### config.mk
export PLATFORM = sky130hd
export DESIGN_NAME = substitution_container_decoder_unit
export DESIGN_NICKNAME = d
export VERILOG_FILES = /design/src/rtl/scd_pkg.sv /design/src/rtl/substitution_container_decoder_unit.sv /design/src/rtl/scd_key_ram.sv
export VERILOG_INCLUDE_DIRS = /design/src /design/src/rtl
export SDC_FILE = /design/constraint.sdc
export NUM_CORES = 2
export LEC_CHECK = 0
export BUFFER_PORTS_ARGS = -buffer_cell sky130_fd_sc_hd__buf_2
export CELL_PAD_IN_SITES_DETAIL_PLACEMENT = 0
export CELL_PAD_IN_SITES_GLOBAL_PLACEMENT = 1
export CORE_MARGIN = 1
export CORE_UTILIZATION = 60
export CTS_CLUSTER_DIAMETER = 40
export DETAILED_ROUTE_END_ITERATION = 12
export PLACE_DENSITY_LB_ADDON = 0.1
export SYNTH_ARGS = -nofsm -noshare
export SYNTH_HDL_FRONTEND = slang
export SYNTH_HIERARCHICAL = 1
export SYNTH_SLANG_ARGS = --single-unit
### constraint.sdc
create_clock -name i_clk -period 5.86 [get_ports i_clk]
set_input_delay 0.586 -clock i_clk [delete_from_list [all_inputs] [get_ports i_clk]]
set_output_delay 0.586 -clock i_clk [all_outputs]
set_load 0.02 [all_outputs]
### src/rtl/substitution_container_decoder_unit_assert.svh
// assertion macros for the decoder rtl
`ifndef SUBSTITUTION_CONTAINER_DECODER_UNIT_ASSERT_SVH
`define SUBSTITUTION_CONTAINER_DECODER_UNIT_ASSERT_SVH

// same-cycle implication, held off while reset is low
`define SCD_ASSERT_NOW(label, clk, rst_n, ante, cons) \
    label: assert property (@(posedge clk) disable iff (!rst_n) (ante) |-> (cons)) \
        else $error("scd assertion failed");

// next-cycle implication, held off while reset is low
`define SCD_ASSERT_NEXT(label, clk, rst_n, ante, cons) \
    label: assert property (@(posedge clk) disable iff (!rst_n) (ante) |=> (cons)) \
        else $error("scd assertion failed");

`endif

### src/rtl/scd_pkg.sv
// shared types and constants of the substitution container decoder
`timescale 1ns / 1ps

package scd_pkg;

    localparam int MAGIC_BYTES = 7;
    localparam int MAGIC_W     = 8 * MAGIC_BYTES;
    localparam int TABLE_SIZE  = 256;
    localparam int TABLE_AW    = $clog2(TABLE_SIZE);
    localparam int HDR_BYTES   = MAGIC_BYTES + 1;
    localparam int HDR_AW      = $clog2(HDR_BYTES);

    // "ENCLITE" in ascii, first byte most significant
    localparam logic [55:0] MAGIC_RESET = 56'h454E434C495445;

    // configuration register indexes
    localparam logic CFG_MAGIC   = 1'b0;
    localparam logic CFG_VERSION = 1'b1;

    // result status codes
    localparam logic [1:0] ST_OK      = 2'd0;
    localparam logic [1:0] ST_BAD_HDR = 2'd1;
    localparam logic [1:0] ST_SHORT   = 2'd2;

    typedef struct packed {
        logic [7:0] byte_in;
        logic       end_of_file;
    } t_in_beat;

    typedef struct packed {
        logic [7:0] plain_byte;
        logic [1:0] status;
        logic       last_result;
    } t_out_beat;

endpackage

### src/rtl/substitution_container_decoder_unit.sv
// top level of the substitution container decoder
`timescale 1ns / 1ps

// Decrypts a byte-substitution container file streamed one byte per beat.
// Input channel: i_in_valid / o_in_ready with i_in_data (byte and end-of-file
// mark). Output channel: o_out_valid / i_out_ready with o_out_data (plain
// byte, status, last flag). Configuration: i_cfg_we writes i_cfg_wdata to the
// register i_cfg_idx selects (0 magic word, 1 format version); write it only
// while the block is idle.
// Header bytes are checked against the magic and version, the next 256 bytes
// fill the key table, and every later byte is looked up in that table.
// Header and key bytes give no result unless they end the file early or the
// header mismatches; after a mismatch the rest of the file is dropped.
// A result beat shows on the output the cycle after its input beat is taken.
// Throughput is one byte per cycle while the receiver keeps up; the key table
// has one write port and one read port, used in the key and data phases.
// When the receiver stalls, the output register holds its beat and the input
// is held off until it drains. Reset returns to the header phase and restores
// the register reset values; the key table is not cleared and needs no sweep.
module substitution_container_decoder_unit (
    input  logic               i_clk,
    input  logic               i_rst_n,
    input  logic               i_in_valid,
    output logic               o_in_ready,
    input  scd_pkg::t_in_beat  i_in_data,
    output logic               o_out_valid,
    input  logic               i_out_ready,
    output scd_pkg::t_out_beat o_out_data,
    input  logic               i_cfg_we,
    input  logic               i_cfg_idx,
    input  logic [55:0]        i_cfg_wdata
);
    import scd_pkg::*;

    `include "substitution_container_decoder_unit_assert.svh"

    typedef enum logic [1:0] {
        PH_HEADER = 2'd0,
        PH_KEY    = 2'd1,
        PH_DATA   = 2'd2,
        PH_SKIP   = 2'd3
    } t_phase;

    t_phase              r_phase, n_phase;
    logic [TABLE_AW-1:0] r_count, n_count;
    logic [MAGIC_W-1:0]  r_magic;
    logic [7:0]          r_version;
    logic                r_out_valid, n_out_valid;
    logic [1:0]          r_status, n_status;
    logic                r_last, n_last;
    logic                r_is_data, n_is_data;

    logic                in_acc;
    logic                emit;
    logic [HDR_AW-1:0]   hdr_pos;
    logic [HDR_AW-1:0]   hdr_sel;
    logic [7:0]          exp_byte;
    logic                ram_we;
    logic                ram_re;
    logic [7:0]          ram_q;

    // output register frees up when empty or drained this cycle
    assign o_in_ready = !r_out_valid || i_out_ready;
    assign in_acc     = i_in_valid && o_in_ready;

    // expected header byte at the current position
    assign hdr_pos = r_count[HDR_AW-1:0];
    assign hdr_sel = HDR_AW'(MAGIC_BYTES - 1) - hdr_pos;
    always_comb begin
        if (hdr_pos >= HDR_AW'(MAGIC_BYTES)) begin
            exp_byte = r_version;
        end else begin
            exp_byte = r_magic[{hdr_sel, 3'b000} +: 8];
        end
    end

    // key table accesses
    assign ram_we = in_acc && (r_phase == PH_KEY);
    assign ram_re = in_acc && (r_phase == PH_DATA);

    scd_key_ram u_key_ram (
        .i_clk   (i_clk),
        .i_we    (ram_we),
        .i_waddr (r_count),
        .i_wdata (i_in_data.byte_in),
        .i_re    (ram_re),
        .i_raddr (i_in_data.byte_in),
        .o_rdata (ram_q)
    );

    // phase sequencing and result decision for one beat
    always_comb begin
        n_phase   = r_phase;
        n_count   = r_count;
        emit      = 1'b0;
        n_status  = ST_OK;
        n_last    = 1'b0;
        n_is_data = 1'b0;
        case (r_phase)
            PH_HEADER: begin
                if (i_in_data.byte_in != exp_byte) begin
                    emit     = 1'b1;
                    n_status = ST_BAD_HDR;
                    n_last   = 1'b1;
                    n_count  = '0;
                    n_phase  = i_in_data.end_of_file ? PH_HEADER : PH_SKIP;
                end else if (i_in_data.end_of_file) begin
                    emit     = 1'b1;
                    n_status = ST_SHORT;
                    n_last   = 1'b1;
                    n_count  = '0;
                end else if (hdr_pos >= HDR_AW'(MAGIC_BYTES)) begin
                    n_phase = PH_KEY;
                    n_count = '0;
                end else begin
                    n_count = r_count + 1'b1;
                end
            end
            PH_KEY: begin
                n_count = r_count + 1'b1;
                if (r_count == TABLE_AW'(TABLE_SIZE - 1)) begin
                    n_phase = i_in_data.end_of_file ? PH_HEADER : PH_DATA;
                    n_count = '0;
                end else if (i_in_data.end_of_file) begin
                    emit     = 1'b1;
                    n_status = ST_SHORT;
                    n_last   = 1'b1;
                    n_phase  = PH_HEADER;
                    n_count  = '0;
                end
            end
            PH_DATA: begin
                emit      = 1'b1;
                n_is_data = 1'b1;
                n_last    = i_in_data.end_of_file;
                if (i_in_data.end_of_file) begin
                    n_phase = PH_HEADER;
                    n_count = '0;
                end
            end
            PH_SKIP: begin
                if (i_in_data.end_of_file) begin
                    n_phase = PH_HEADER;
                    n_count = '0;
                end
            end
            default: begin
                n_phase = PH_HEADER;
                n_count = '0;
            end
        endcase
    end

    assign n_out_valid = in_acc ? emit : (r_out_valid && !i_out_ready);

    // state and result register
    always_ff @(posedge i_clk) begin
        if (!i_rst_n) begin
            r_phase     <= PH_HEADER;
            r_count     <= '0;
            r_out_valid <= 1'b0;
        end else begin
            r_out_valid <= n_out_valid;
            if (in_acc) begin
                r_phase <= n_phase;
                r_count <= n_count;
            end
        end
    end

    // result payload, loaded with the beat that produces it
    always_ff @(posedge i_clk) begin
        if (in_acc) begin
            r_status  <= n_status;
            r_last    <= n_last;
            r_is_data <= n_is_data;
        end
    end

    // configuration registers
    always_ff @(posedge i_clk) begin
        if (!i_rst_n) begin
            r_magic   <= MAGIC_RESET;
            r_version <= 8'd0;
        end else if (i_cfg_we) begin
            case (i_cfg_idx)
                CFG_MAGIC:   r_magic   <= i_cfg_wdata;
                CFG_VERSION: r_version <= i_cfg_wdata[7:0];
                default:     r_version <= r_version;
            endcase
        end
    end

    // output beat
    assign o_out_valid            = r_out_valid;
    assign o_out_data.plain_byte  = r_is_data ? ram_q : 8'd0;
    assign o_out_data.status      = r_status;
    assign o_out_data.last_result = r_last;

    // checks
    `SCD_ASSERT_NOW(a_err_is_last, i_clk, i_rst_n,
        r_out_valid && (r_status != ST_OK), r_last)
    `SCD_ASSERT_NOW(a_data_status_ok, i_clk, i_rst_n,
        r_out_valid && r_is_data, r_status == ST_OK)
    `SCD_ASSERT_NOW(a_one_ram_access, i_clk, i_rst_n, ram_we, !ram_re)
    `SCD_ASSERT_NEXT(a_eof_restarts, i_clk, i_rst_n,
        in_acc && i_in_data.end_of_file, (r_phase == PH_HEADER) && (r_count == '0))
    `SCD_ASSERT_NOW(a_header_pos_range, i_clk, i_rst_n,
        r_phase == PH_HEADER, r_count <= TABLE_AW'(MAGIC_BYTES))

endmodule

### src/rtl/scd_key_ram.sv
// key table memory: one write port, one read port with registered data
`timescale 1ns / 1ps

module scd_key_ram (
    input  logic                         i_clk,
    input  logic                         i_we,
    input  logic [scd_pkg::TABLE_AW-1:0] i_waddr,
    input  logic [7:0]                   i_wdata,
    input  logic                         i_re,
    input  logic [scd_pkg::TABLE_AW-1:0] i_raddr,
    output logic [7:0]                   o_rdata
);
    import scd_pkg::*;

    logic [7:0] r_mem [TABLE_SIZE];
    logic [7:0] r_rdata;

    // write port
    always_ff @(posedge i_clk) begin
        if (i_we) begin
            r_mem[i_waddr] <= i_wdata;
        end
    end

    // read port, data held until the next read
    always_ff @(posedge i_clk) begin
        if (i_re) begin
            r_rdata <= r_mem[i_raddr];
        end
    end

    assign o_rdata = r_rdata;

endmodule

==> results.py <==
metrics = {
    "timing": {
        "finClkSkew_ns": 0.0478,
        "tns_ns": 0,
        "relSlewSlack_pct": 4.47,
        "max_freq_ghz": 0.243,
        "tightest_slew_ns": 1.42,
        "holdWs_ns": 0.0712,
        "finalMaxSlewViolations": 0,
        "setup_violations": 0,
        "rsz0062_at_grt": "false",
        "min_period_ns": 4.11,
        "setup_slack_ns": 1.75,
        "hold_viol": 0,
        "period_share_pct": 70.2,
    },
    "logic_synthesis": {
        "synth_area_per_cell_sq_um": 19.8,
        "synth_edf_count": 2060,
        "synth.distinct_cells": 71,
        "synthesis.area_sq_um": 83500,
        "yosys_warnings": 6,
        "yosysSeqAreaShare_pct": 75.9,
        "synth_seq_cells": 2135,
        "synthArstFlopShare_pct": 0,
        "synthesis.nets": 4297,
        "ys.flop_type": "edfxtp_1",
        "netlist_instances": 4224,
    },
    "clock_tree": {
        "clock_path_buffers": 3,
        "clockRootBuffer": "clkbuf_16",
        "cts_htree_levels": 4,
        "cts_sinks": 2135,
        "cts_tree": "done",
        "cts-buffers-inserted": 235,
        "clk_latency_ns": 0.87,
        "cts.clk_slew.worst_paths_ns": 0.06,
    },
    "global_routing": {
        "grtUsageTotal_pct": 28.8,
        "grt_pass1_vias": 42183,
        "overflow": 0,
        "grt_antenna_before_repair": 4,
        "grt_pass1_wl_mm": 290,
        "grt_max_degree": 130,
    },
    "worst_setup_path": {
        "path_buf_inv": 3,
        "worst-path-max-fanout": 58,
        "crit_path_max_incr_delay_ns": 1.12,
        "setup.worst_path.start_class": "primary input",
        "cp_slowest_cell": "a211oi_1",
        "critical_path_class": "in2reg",
        "critPathTopFamily": "compound AO/OA/AOI/OAI gates",
        "required_ns": 6.41,
        "crit_chain": "buf_8 > buf_12 > buf_4 > mux4_2 > a221oi_1 > o221ai_1 > a211oi_1 > nor4_1",
        "worst_setup_path_end_kind": "flip-flop",
        "critPathArrivalTime_ns": 4.66,
    },
    "floorplan": {
        "start_util_pct": 60.6,
        "die-area_sq_um": 141000,
        "die_w_microns": 375,
        "ios": 84,
        "placementRows": 136,
        "die_y_microns": 375,
        "core_sq_um": 138000,
    },
    "run_status": {
        "status": "finished, final reports clean",
    },
    "min_path": {
        "hold_path_class": "in2reg",
    },
    "final_layout": {
        "area_growth_pct": 12.8,
        "drive_above_1_share_pct": 22.8,
        "nets": 4518,
    },
    "power": {
        "combPwrFrac_pct": 4.4,
        "seqPwrFrac_pct": 50.9,
        "p_leak_nw": 29.6,
        "p_clk_share_pct": 44.7,
        "switching_share_pct": 21.5,
        "power.switching_mw": 7.10,
        "vdd_ir_drop_max_uv": 326,
        "p_per_area_nw_per_um2": 350,
        "intPower_mw": 25.9,
    },
    "detailed_routing": {
        "first_pass_iters": 5,
        "wirelength_mm": 200,
        "via_per_inst": 6.64,
        "dr.first_iter.drc_count": 5113,
        "wire_per_inst_microns": 31.0,
        "vias": 42772,
        "ant_nets": 0,
        "drc": 0,
    },
    "place": {
        "io_buffer_count": 83,
        "gp_congestion": 0.838,
        "pre_cts_ws_ns": 0.908,
        "dp_hpwl_mm": 121,
    },
    "job": {
        "cap_violations": 0,
    },
}
## sequential cells by signal (all words and copies together) (netlist names), 2 cells and up
register           count
r_magic               56
r_version              8
u_key_ram/o_rdata      8
r_phase                2
u_key_ram/r_mem     2048
r_count                8
r_status               2
## timing repair
item / CTS / global route
endpoints found under the setup margin: 0 / 0
setup buffers: 0 / 0
resized for setup: 0 / 0
endpoints found under the hold margin: 63 / 0
hold buffers: 55 / 0
## power by group through the flow
stage | combinational [mW] | clock (mW) | sequential [mW]
after floorplan | 0.839 | 0 | 17.1
after global placement | 1.42 | 0 | 17.1
after detailed placement | 1.44 | 0 | 17.1
after CTS | 1.47 | 14.9 | 16.8
after global routing | 1.55 | 15.5 | 16.8
final | 1.46 | 14.8 | 16.8
## Yosys cell counts, drive strengths merged, types with 11 or more instances
cell | instances | area, sq um
a211oi | 17 | 128
a21oi | 152 | 761
a221oi | 15 | 144
a22oi | 137 | 1030
and2 | 16 | 100
and3 | 11 | 68.8
buf | 137 | 1130
clkbuf | 130 | 488
dfxtp | 75 | 1500
edfxtp | 2060 | 61900
mux2i | 155 | 1550
mux4 | 456 | 10300
nand2 | 163 | 612
nand2b | 11 | 68.8
nand3 | 69 | 345
nand4 | 13 | 81.3
nor2 | 292 | 1100
nor2b | 35 | 219
nor3 | 31 | 155
nor4 | 29 | 215
o211ai | 11 | 82.6
o21ai | 24 | 120
o221ai | 49 | 442
o22ai | 34 | 213
## layout make-up
class / count / area (sq um)
repair buffers: 251 / 2060
well taps: 1794 / 2240
clock inverters: 161 / 1810
diodes: 2 / 5.00
inverters: 9 / 33.8
flip-flops and latches: 2135 / 63400
clock buffers: 280 / 6120
fillers: 8776 / 43600
multi-input cells: 1813 / 18600
## kinds of logic after synthesis
family	synth area share, %
xor+xnor	0.0839
compound gates	4.08
mux	14.2
buf+inv	1.97
fa+ha+maj	0.0300
simple gates	3.75
flops	75.9
## stage by stage
stage / cells / area (sq um) / util (%) / power, mW
finish: 6445 / 94200 / 68.4 / 33.0
detailed placement: 5947 / 85700 / 62.2 / 18.5
floorplan: 4224 / 83500 / - / 17.9
global placement: 5947 / 85700 / 62.2 / 18.5
global route: 6443 / 94200 / 68.4 / 33.8
CTS: 6443 / 94200 / 68.4 / 33.2
## cell usage in the layout (no fill, tap or decap), types with 25 or more instances in the layout
cell type      Yosys  layout
edfxtp_1        2060    2060
mux4_2           454     454
nor2_1           292     289
clkbuf_16          0     236
nand2_1          163     163
mux2i_1          155     155
a21oi_1          152     152
a22oi_1          137     137
buf_4             30     100
buf_2             34      75
dfxtp_1           75      75
nand3_1           69      66
dlygate4sd3_1      0      55
o221ai_1          47      47
clkbuf_1         130      39
o22ai_1           34      34
nor2b_1           35      31
nor3_1            31      30
clkinv_1           1      29
clkinvlp_4         0      26
nor4_1            25      25
## path summary, 6_finish.rpt
| path | start | to | slack, ns | depth (start not counted) |
|---|---|---|---|---|
| max | i_in_data[1] | u_key_ram/o_rdata[5] | 1.75 | 8 |
| min | i_cfg_wdata[9] | r_magic[9] | 0.07 | 3 |
| max reg2reg | r_count[1] | r_count[7] | 1.92 | 9 |
| min reg2reg | r_magic[35] | r_magic[35] | 0.45 | 2 |
## worst min-delay path, delay by kind of cell
kind	cells	cell delay [ns]
buf+inv	1	0.10
simple gates	1	0.09
compound gates	1	0.08
## per-layer routing
layer | vias up | wire length [microns] | track usage, %
li1 | 17923 | - | -
met1 | 22561 | 81100 | 42.4
met2 | 1990 | 96400 | 44.8
met3 | 296 | 16500 | 4.68
met4 | 2 | 5640 | 9.13
met5 | - | 7 | 0
(Power assumes the default switching activity.)
